$ cat src/design/ltm_ram.sv
// ltm_ram: simple dual-port RAM, one write and one registered read per cycle.
// Generic; no package dependency.
`default_nettype none
module ltm_ram #(
	parameter int AW = 4,
	parameter int DW = 8
) (
	input  wire logic          clk,
	input  wire logic          we,
	input  wire logic [AW-1:0] waddr,
	input  wire logic [DW-1:0] wdata,
	input  wire logic [AW-1:0] raddr,
	output logic      [DW-1:0] rdata
);

	logic [DW-1:0] mem [2**AW];

	always_ff @(posedge clk) begin
		if (we)
			mem[waddr] <= wdata;
	end

	always_ff @(posedge clk) begin
		rdata <= mem[raddr];
	end

endmodule
`default_nettype wire

$ cat config.mk
export PLATFORM = sky130hd
export DESIGN_NAME = ltm_ram
export DESIGN_NICKNAME = d
export VERILOG_FILES = /design/src/design/ltm_ram.sv
export SDC_FILE = /design/constraint.sdc
export NUM_CORES = 1
export LEC_CHECK = 0
export ABC_CLOCK_PERIOD_IN_PS = 4500
export BUFFER_PORTS_ARGS = -buffer_cell sky130_fd_sc_hd__buf_2
export CAP_MARGIN = 0
export CORE_AREA = 2 2 100 102
export DETAILED_ROUTE_END_ITERATION = 6
export DIE_AREA = 0 0 102 104
export PLACE_DENSITY = 0.79
export REMOVE_ABC_BUFFERS = 1
export SYNTH_ARGS = -nofsm -noshare
export SYNTH_HDL_FRONTEND = slang
export SYNTH_SLANG_ARGS = --single-unit
$ cat constraint.sdc
create_clock -name clk -period 4.5 [get_ports clk]
set_clock_uncertainty 0.05 [all_clocks]
set_input_delay 0.225 -clock clk [delete_from_list [all_inputs] [get_ports clk]]
set_output_delay 0.225 -clock clk [all_outputs]
set_load 0.02 [all_outputs]
==> reports/summary.txt <==
Avg Synthesized Cell Area -> 22.5 µm²
Pin count of the biggest net entering global routing -> 33
CTS Buf Count -> 17
Num ports -> 26
Clk Latency, worst-skew pair -> 0.52 ns
CP Data Required Time -> 4.57 ns
DR WL/cell -> 24.0 µm
Root Driver -> clkbuf_8
Setup Crit Path Kind -> in2reg
Vias after detailed routing -> 2,411
Initial antenna violation count -> 0
First-pass GRT wire length -> 14,700 µm
Yosys cell types -> 19
Post-synthesis cell area -> 5150 µm²
Hold buffer count at CTS -> 0
Vias per cell -> 5.88
TritonCTS clock tree -> built
Clk slew on worst S/H paths -> 0.06 ns
Vias in the first global route -> 2,477
Number of gates resized after cts -> 0
Synth top cells by count -> 128 x edfxtp_1, 18 x mux4_2, 16 x a22oi_1
Cell type with the highest aggregate area in the netlist -> edfxtp_1
Min Clock Period, post-route -> 1.79 ns
Critical path launch point type -> primary input
Postcts setup bufs -> 0
Maxcap violations -> 0
Die footprint -> 10,600 µm²
Leak -> 1.98 nW
Syn-to-layout area delta -> 15.6%
Cells after Synth -> 229
GR Overflow Total -> 0
Initial DRC Count -> 207
Setup TNS -> 0 ns
Status -> finished, final reports clean
Power Density -> 487 nW/µm²
Sequential share of the synthesized area -> 77.8%
Hold Startpoint -> wdata[4]
Critical-path cell list -> buf_2 > or3b_2 > nor3_1
Slew Viols, Final -> 0
WL met2 -> 4940 µm
Tcrit/Tclk final -> 39.7%
Rows -> 36
FILL cells -> 666
Ys async rst share -> 0%
CTS HTree Levels -> 4
Top fanout value on the critical path -> 8
Highest metal used -> met4
N_diodes -> 0
Longest Clk Path Bufs -> 2
DRC viols -> 0
Final #Nets -> 282
Share of layout cells above drive strength 1 -> 28.2%
Worst path max stage delay -> 1.00 ns
Most common cell in the netlist -> edfxtp_1
Critical path's slowest cell -> nor3_1
WL met1 -> 4130 µm
CP Capture Type -> flip-flop
Chip height -> 104 µm
Core area -> 9550 µm²
Total track usage -> 20.3%
Initial Utilization -> 53.9%
I/O Buffers -> 25
Final setup viols -> 0
Routability cong. -> 0.738
Worst slew pin tran -> 1.29 ns
DRT Wirelength -> 9840 µm
Max-Slew Margin vs Limit -> 13.1%
RSZ-0062 raised after global routing -> false
#FFs+latches synth -> 136
Yosys top cell area share -> 74.7%
Met3 routed wirelength -> 702 µm
Synth Flop Type -> edfxtp_1
Maximum vdd ir drop -> 311 µV
Worst setup margin -> 2.71 ns
Hold Crit Class -> in2reg
Setup crit start -> waddr[2]
Number of synthesized flops with an enable pin -> 128
Final HPWL DP -> 5830 µm
# clock sinks -> 136
Top cells by area, synth -> edfxtp_1 75%, mux4_2 7.9%, mux4_1 7.1%, dfxtp_1 3.1%, a22oi_1 2.3%
1st-pass router iterations -> 5
Achievable clock frequency -> 560 MHz
Final Hold Fails -> 0
DRT antenna net count -> 0
Reg2Reg Launch Point -> mem[6][3]
Pre-CTS setup slack -> 2.19 ns
Synth warnings -> 0
WP data arrival -> 1.86 ns
Die X -> 102 µm
[logic make-up (layout without fill, tap and decap cells)]
logic type             after synthesis  count (layout)  share of synthesized area, %
multiplexers                        32              32                          15.0
buffers and inverters               10              58                          1.68
AND/OR/NAND/NOR                     35              35                          3.18
flip-flops                         136             136                          77.8
AO/OA/AOI/OAI                       16              16                          2.33
[cell usage in the layout, fill, tap and decap left out]
| cell type | count |
|---|---|
| a22oi_1 | 16 |
| and2_1 | 1 |
| and2b_1 | 1 |
| buf_2 | 25 |
| buf_4 | 1 |
| bufinv_16 | 2 |
| clkbuf_16 | 16 |
| clkbuf_8 | 1 |
| clkinv_1 | 1 |
| clkinv_4 | 6 |
| clkinvlp_4 | 1 |
| dfxtp_1 | 8 |
| edfxtp_1 | 128 |
| inv_6 | 5 |
| mux4_1 | 14 |
| mux4_2 | 18 |
| nand2_1 | 9 |
| nand2b_1 | 2 |
| nand3_1 | 1 |
| nand3b_1 | 2 |
| nor2_1 | 13 |
| nor2b_1 | 1 |
| nor3_1 | 2 |
| nor3_2 | 2 |
| or3b_2 | 1 |
[report_power, final]
part | total [W] | internal, W | leakage [nW] | switching (W)
Sequential | 0.00142 | 0.00142 | 1.22 | 0.00000872
Combinational | 0.000133 | 0.0000507 | 0.478 | 0.0000822
Clock | 0.00134 | 0.000799 | 0.282 | 0.000543
[through the flow]
step / utilization (%) / cell area, µm² / std cells / hold WS (ns) / power [W]
6_report: 62.3 / 5950 / 410 / 0.0469 / 0.00290
5_1_grt: 62.3 / 5950 / 410 / 0.0366 / 0.00298
4_1_cts: 62.3 / 5950 / 410 / 0.0235 / 0.00292
3_5_place_dp: 56.2 / 5370 / 378 / 0.573 / 0.00159
3_3_place_gp: 56.2 / 5370 / 378 / 0.559 / 0.00158
2_1_floorplan: - / 5060 / 219 / 0.274 / 0.00152
[critical path: cells and delay by family]
kind / cells / cell delay (ns)
and+or+nand+nor: 2 / 1.52
buffers and inverters: 1 / 0.12
[flip-flops by register name (all words and copies together), names as in the netlist]
signal	flops
mem	128
rdata	8
[worst paths after layout]
path	endpoint	slack [ns]	depth (start not counted)
max	mem[0][3]	2.71	3
min	mem[6][4]	0.05	1
max reg2reg	rdata[3]	3.05	3
min reg2reg	rdata[4]	0.62	3
[layout make-up]
type | instances | area, µm² | area share, %
Clock buffer | 17 | 414 | 6.96
Clock inverter | 15 | 168 | 2.82
Multi-Input combinational cell | 83 | 1070 | 17.9
Sequential cell | 136 | 4000 | 67.3
Tap cell | 133 | 166 | 2.80
Timing Repair Buffer | 26 | 133 | 2.23
[per-layer routing]
metal	vias up	GRT usage (%)
li1	1049	-
met3	4	6.59
met4	0	6.86
met1	1249	28.3
met5	-	0
met2	109	30.7
Note: power is estimated with default switching activity, not from simulation.
