`config.mk`:
```
export PLATFORM = sky130hd
export DESIGN_NAME = ltm_match
export DESIGN_NICKNAME = d
export VERILOG_FILES = /design/src/design/ltm_pkg.sv /design/src/design/ltm_match.sv
export SDC_FILE = /design/constraint.sdc
export NUM_CORES = 1
export LEC_CHECK = 0
export BUFFER_PORTS_ARGS = -buffer_cell sky130_fd_sc_hd__buf_2
export CORE_ASPECT_RATIO = 0.7
export CORE_MARGIN = 3
export CORE_UTILIZATION = 50
export DETAILED_ROUTE_END_ITERATION = 8
export PLACE_DENSITY = 0.95
export SYNTH_ARGS = -nofsm -noshare
export SYNTH_HDL_FRONTEND = slang
export SYNTH_SLANG_ARGS = --single-unit
```
`constraint.sdc`:
```
create_clock -name vclk -period 19.4
set_input_delay 3.88 -clock vclk [all_inputs]
set_output_delay 3.88 -clock vclk [all_outputs]
set_load 0.05 [all_outputs]
```
`src/design/ltm_pkg.sv`:
```
// ltm_pkg: types, constants and digit/code helpers for the loser tree merge.
// Used by ltm_match and loser_tree_merge_ovc_top; no dependencies.
`default_nettype none
package ltm_pkg;

	localparam int MAX_RUNS   = 16;
	localparam int KEY_DIGITS = 8;
	localparam int KEY_W      = 4 * KEY_DIGITS;
	localparam int RUN_W      = 4;
	localparam int CODE_W     = 17;
	localparam int OFF_W      = $clog2(KEY_DIGITS + 1);
	localparam int NODE_AW    = $clog2(MAX_RUNS);
	localparam int K_W        = NODE_AW + 1;
	localparam int TREE_AW    = NODE_AW + 1;
	localparam int CODE_HI    = 10000;
	localparam int CODE_LO    = 10;
	localparam int CNT_W      = 32;
	localparam int CFG_W      = 5;

	localparam logic MODE_LOAD = 1'b0;
	localparam logic MODE_NEXT = 1'b1;

	typedef struct packed {
		logic [KEY_W-1:0]  key;
		logic [RUN_W-1:0]  run;
		logic [CODE_W-1:0] code;
		logic              fence;
		logic              coded;
	} entry_t;

	localparam int ENTRY_W = $bits(entry_t);
	localparam int NODE_W  = ENTRY_W - 1;

	typedef struct packed {
		entry_t win_e;
		entry_t lose_e;
		logic   win;
		logic   avoided;
	} match_res_t;

	typedef enum logic [2:0] {
		S_IDLE,
		S_BRD,
		S_BCMP,
		S_RCMP,
		S_OUT
	} state_t;

	function automatic logic [3:0] digit_at(input logic [KEY_W-1:0] k, input logic [OFF_W-1:0] off);
		int sh;
		sh = 4 * (KEY_DIGITS - 1 - int'(off));
		if (int'(off) >= KEY_DIGITS)
			return 4'd0;
		return k[sh +: 4];
	endfunction

	// first digit position where a and b differ, KEY_DIGITS when equal
	function automatic logic [OFF_W-1:0] first_diff(input logic [KEY_W-1:0] a,
			input logic [KEY_W-1:0] b);
		logic [OFF_W-1:0] off;
		off = OFF_W'(KEY_DIGITS);
		for (int i = KEY_DIGITS - 1; i >= 0; i--) begin
			if (a[4*(KEY_DIGITS-1-i) +: 4] != b[4*(KEY_DIGITS-1-i) +: 4])
				off = OFF_W'(i);
		end
		return off;
	endfunction

	function automatic logic [CODE_W-1:0] code_at(input logic [KEY_W-1:0] k,
			input logic [OFF_W-1:0] off);
		if (int'(off) >= KEY_DIGITS)
			return '0;
		return CODE_W'((KEY_DIGITS - int'(off)) * CODE_HI + int'(off) * CODE_LO)
			+ CODE_W'(digit_at(k, off));
	endfunction

	function automatic logic [NODE_W-1:0] node_pack(input entry_t e);
		return {e.key, e.run, e.code, e.fence};
	endfunction

	function automatic entry_t node_unpack(input logic [NODE_W-1:0] d);
		entry_t e;
		e.key   = d[NODE_W-1 -: KEY_W];
		e.run   = d[CODE_W+1 +: RUN_W];
		e.code  = d[1 +: CODE_W];
		e.fence = d[0];
		e.coded = 1'b1;
		return e;
	endfunction

endpackage
`default_nettype wire

```
`src/design/ltm_match.sv`:
```
// ltm_match: one loser tree match with offset-value codes.
// Depends on ltm_pkg.
`default_nettype none
module ltm_match (
	input  ltm_pkg::entry_t     cand,
	input  ltm_pkg::entry_t     other,
	output ltm_pkg::match_res_t res
);
	import ltm_pkg::*;

	logic [OFF_W-1:0] off;
	logic             win;
	entry_t           loser;

	assign off = first_diff(cand.key, other.key);

	always_comb begin
		res.avoided = 1'b0;
		if (cand.fence || other.fence) begin
			win         = !cand.fence && other.fence;
			loser       = win ? other : cand;
			loser.code  = '0;
			loser.coded = 1'b1;
		end else if (cand.coded && other.coded && cand.code != other.code) begin
			res.avoided = 1'b1;
			win         = cand.code < other.code;
			loser       = win ? other : cand;
		end else begin
			// full digit compare, loser recoded against the winner
			win         = (int'(off) < KEY_DIGITS)
				&& (digit_at(cand.key, off) < digit_at(other.key, off));
			loser       = win ? other : cand;
			loser.code  = code_at(loser.key, off);
			loser.coded = 1'b1;
		end
		res.win    = win;
		res.win_e  = win ? cand : other;
		res.lose_e = loser;
	end

endmodule
`default_nettype wire

```
==> out/qor.yml, run 1 <==
synthesis:
  syn-cell-area_mm2: 0.00529
  synthCells: 626
  ys_seq_area_share_pct: 0
  synth_nets: 797
  yosys_warnings: 0
  yosys-top-cells-area: "mux2_4, ha_1, mux2i_1, xnor2_1, nand2_1"
  synth_top_area_share_pct: 24.7
  synth_cell_types: 63
  syn_avg_cell_area_um2: 8.44
  yosys.area.top_type: "mux2_4"
floorplanning:
  io_pins: 222
  core_mm2: 0.00998
  start_util_pct: 52.9
  dieArea_mm2: 0.0119
  die_w_um: 129
  rows: 30
  die_h_um: 92.0
final_layout:
  design_area_mm2: 0.00626
  seq_area_um2: 0
  antenna_cells: 0
  nets: 990
  layout_common_cells: "buf_2, mux2_4, nand2_1, ha_1, inv_1"
  layout-drive-gt1-share_pct: 40.0
  clkbuf_count: 0
  design.seq.count: 0
  area_growth_pct: 18.4
  final_common_cell: "buf_2"
power:
  power_mw: 0.291
  peakVddDrop_mv: 0.0272
  p_seq_share_pct: 0
  p_switching_mw: 0.187
  internal_power_mw: 0.104
  p_per_area_mw_per_mm2: 46.6
  p_sw_share_pct: 64.3
  p_leak_nw: 3.42
  power_frac_comb_pct: 100.0
  pwr-share-clk_pct: 0
route:
  drt_first_pass_iters: 7
  drt_wl_total_mm: 17.1
  wl_per_cell_um: 18.1
  route.detailed.drc: 0
  dr_total_vias: 5724
  via_per_inst: 6.06
  drt_iter0_drc: 600
  antenna_left: 0
worst_setup_path:
  path_delay_family: "compound AO/OA/AOI/OAI gates"
  worst-path-max-fanout: 33
  cp-end-kind: "output pin"
  cp_data_required_time_ps: 15520
  path_common_cell: "nor2b_1"
  critPathLaunchType: "input pin"
  slowest_stage: "a211o_2"
  crit_arrival_ps: 11960
  critPathBufInv: 5
  critPathMaxStageDelay_ps: 830
  crit_type: "input pin to output pin"
place:
  io_buffer_count: 221
  dp_hpwl_mm: 14.2
  place_area_mm2: 0.00626
  gp_congestion: 0.982
global_route:
  first_global_vias: 5220
  grt_max_degree: 57
  antenna_found_initial: 0
  grt_overflow: 0
  grt_usage_pct: 26.3
  grt_pass1_wl_mm: 26.2
min_path:
  hold_path_class: "input pin to output pin"
clock_network:
  ctsResizeCount: 0
  ctsHoldBuffers: 0
  post_cts_buffers: 0
timing:
  relSlewSlack_pct: 32.0
  fmax_mhz: 63.1
  whs_ps: 8220
  worst_pin_slew_ps: 1020
  min_period_ps: 15840
  finalCritPeriodShare_pct: 81.6
  rsz0062_at_grt: "false"
  hold_viol: 0
  slew_violations: 0
  tns_ps: 0
  setup_viol: 0
status:
  status: "complete, no violations"
run:
  maxCapViolCount: 0
[Yosys cell counts, types with 2 or more instances]
master     n
and2_1     2
nand2b_1   6
mux2_4    87
o221ai_1   6
xor2_1     9
a311oi_1   6
o22ai_1    6
o21a_1    15
nand2_1   72
clkbuf_1  16
a211oi_1   4
and3_1     6
nand4_1   10
buf_4      5
inv_1     46
nor3_1     5
and4_1     2
inv_2      2
mux2i_1   42
a41oi_1    2
ha_1      53
nand3_1   28
or3_1      2
o21bai_1   2
buf_6      2
buf_12    10
o211ai_1  10
a21o_1    10
o21ai_0   21
xnor2_1   43
a21oi_1   27
nor2b_1    9
fa_1       8
nor2_1    18
a31oi_1    6
[worst min-delay path: cells and delay by family]
family,cells,cell delay (ps)
buf+inv,2,320
simple gates,1,130
[kinds of logic after synthesis]
logic type      after synthesis  share of synthesized area, %
simple gates                172                          16.4
other cells                   1                        0.0710
xor+xnor                     52                          8.62
buf+inv                      82                          9.54
fa+ha+maj                    61                          15.6
mux                         130                          32.9
compound gates              128                          16.9
[routing by layer]
layer	vias to the layer above	GRT usage, %	wire [µm]
li1	2655	-	-
met1	2640	37.5	7140
met2	391	41.9	7460
met3	38	5.24	2160
met4	0	3.41	349
met5	-	0	0
[final cells by class]
| cell class | count | area [µm²] |
|---|---|---|
| fillers | 822 | 3730 |
| inverters | 48 | 180 |
| repair buffers | 225 | 1140 |
| multi-input cells | 544 | 4780 |
| well taps | 128 | 160 |
[power groups by stage]
stage / Clock [mW] / Combinational, mW / Sequential [mW]
after global routing: 0 / 0.306 / 0
after global placement: 0 / 0.283 / 0
after detailed placement: 0 / 0.288 / 0
final: 0 / 0.291 / 0
after floorplan: 0 / 0.235 / 0
after CTS: 0 / 0.288 / 0
[worst paths after layout]
path | from | to | slack [ps] | cells after the start
min | cand[1] | res[58] | 8220 | 3
max | cand[35] | res[19] | 3560 | 37
[per-stage QoR]
stage	setup slack, ps	utilization (%)	cells
2_1_floorplan	5170	-	626
3_3_place_gp	4130	62.7	945
3_5_place_dp	3840	62.7	945
4_1_cts	3840	62.7	945
5_1_grt	3090	62.7	945
6_report	3560	62.7	945
Power figures use the tool's default switching activity.
==> run 2: changes to the inputs <==
==> constraint.sdc (replaced) <==
create_clock -name vclk -period 15.74
set_input_delay 3.148 -clock vclk [all_inputs]
set_output_delay 3.148 -clock vclk [all_outputs]
set_load 0.05 [all_outputs]
==> run 2 against run 1 <==
Hold slack got worse by 1500 ps; combinational power rose by 23%; sequential cell count did not move; die area did not move; cell count did not move; largest cell class unchanged.
==> out/qor.yml, run 2 (synthesis results as in run 1) <==
timing:
  finalCritPeriodShare_pct: 91.0
  tns_ps: 0  # unchanged
  hold_viol: 0  # unchanged
  relSlewSlack_pct: 34.2  # +2.2 points
  min_period_ps: 14330
  slew_violations: 0  # unchanged
  setup_viol: 0  # unchanged
  fmax_mhz: 69.8
  worst_pin_slew_ps: 987  # -33.4 ps
  rsz0062_at_grt: "false"
global_route:
  grt_overflow: 0  # unchanged
  grt_usage_pct: 25.8  # -0.56 points
  busiest_layer: "met2"
  use_met3_pct: 4.89  # -0.35 points
  first_global_vias: 4999  # -4.2%
  met2_usage_pct: 40.2  # -1.7 points
  grt_max_degree: 57  # unchanged
  antenna_found_initial: 0  # unchanged
  grt_pass1_wl_mm: 25.7  # -2.0%
  grt_use_met1_pct: 37.8  # +0.30 points
floorplanning:
  io_pins: 222  # unchanged
  rows: 30  # unchanged
  die_h_um: 92.0  # unchanged
  die_w_um: 129  # unchanged
  start_util_pct: 52.9  # unchanged
  dieArea_mm2: 0.0119  # unchanged
  core_mm2: 0.00998  # unchanged
route:
  route.detailed.drc: 0  # unchanged
  drt_first_pass_iters: 5  # -2
  via_per_inst: 5.94  # -1.9%
  dr_total_vias: 5617  # -1.9%
  wl_per_cell_um: 17.7  # -2.2%
  drt_wl_total_mm: 16.7  # -2.2%
  drt_iter0_drc: 552  # -8.0%
  antenna_left: 0  # unchanged
final_layout:
  area_growth_pct: 18.4  # unchanged
  layout-drive-gt1-share_pct: 40.0  # unchanged
  clkbuf_count: 0  # unchanged
  antenna_cells: 0  # unchanged
  seq_area_um2: 0  # unchanged
  design.seq.count: 0  # unchanged
  final_common_cell: "buf_2"
  layout_common_cells: "buf_2, mux2_4, nand2_1, ha_1, inv_1"
  nets: 990  # unchanged
place:
  dp_hpwl_mm: 13.9  # -2.0%
  gp_congestion: 0.970  # -1.2%
  io_buffer_count: 221  # unchanged
worst_setup_path:
  crit_type: "input pin to output pin"
  cp-end-kind: "output pin"
  crit_arrival_ps: 11180  # -780 ps
  path_delay_family: "simple AND/OR/NAND/NOR gates"
  path_common_cell: "nor2b_1"
  slowest_stage: "a211o_2"
  cp_data_required_time_ps: 12590  # -2930 ps
  critPathLaunchType: "input pin"
  critPathMaxStageDelay_ps: 810  # -20 ps
  worst-path-max-fanout: 33  # unchanged
  crit_start: "cand[51]"
  critPathBufInv: 5  # unchanged
min_path:
  min_from: "cand[1]"
  hold_path_depth: 3  # unchanged
  hold_path_class: "input pin to output pin"
  worstHoldEndpoint: "res[58]"
power:
  p_leak_nw: 3.42  # unchanged
  p_per_area_mw_per_mm2: 57.3  # +23%
  power_mw: 0.358  # +23%
  peakVddDrop_mv: 0.0320  # +18%
clock_network:
  ctsHoldBuffers: 0  # unchanged
  ctsResizeCount: 0  # unchanged
  post_cts_buffers: 0  # unchanged
run:
  maxCapViolCount: 0  # unchanged
status:
  status: "complete, no violations"
-- run 2: power by group --
group / switching (mW) / total [mW] / internal [mW]
logic: 0.230 / 0.358 / 0.128
clock network: 0 / 0 / 0
registers: 0 / 0 / 0
total: 0.230 / 0.358 / 0.128
-- run 2: stage by stage --
step | hold slack (ps) | worst slack (ps) | util, % | cells | cell area, µm²
floorplan | 6520 | 2970 | - | 626 | 5290
global placement | 6750 | 1950 | 62.7 | 945 | 6260
detailed placement | 6750 | 1660 | 62.7 | 945 | 6260
CTS | 6750 | 1650 | 62.7 | 945 | 6260
global route | 6760 | 1040 | 62.7 | 945 | 6260
finish | 6750 | 1410 | 62.7 | 945 | 6260
-- run 2: worst min-delay path, cell delays in order --
cell	delay, ps
buf_2	120
and2_1	130
buf_2	200
-- run 2: final cells by class --
class | instances | area (µm²)
Inverter | 48 | 180
Tap cell | 128 | 160
Multi-Input combinational cell | 544 | 4780
Fill cell | 824 | 3730
Timing Repair Buffer | 225 | 1140
-- run 2: how the worst max path moves through the flow --
| stage | endpoint | slack, ps | cells past startpoint |
|---|---|---|---|
| 4_1_cts | res[19] | 1650 | 35 |
| 6_report | res[19] | 1410 | 34 |
| 2_1_floorplan | res[17] | 2970 | 36 |
| 3_3_place_gp | res[19] | 1950 | 33 |
| 5_1_grt | res[19] | 1040 | 35 |
| 3_5_place_dp | res[19] | 1660 | 35 |
-- run 2: layer usage --
layer | vias up | share of wire (%)
met5 | - | 0
met4 | 0 | 1.1
met3 | 20 | 12
met2 | 382 | 43
met1 | 2567 | 43
li1 | 2648 | -
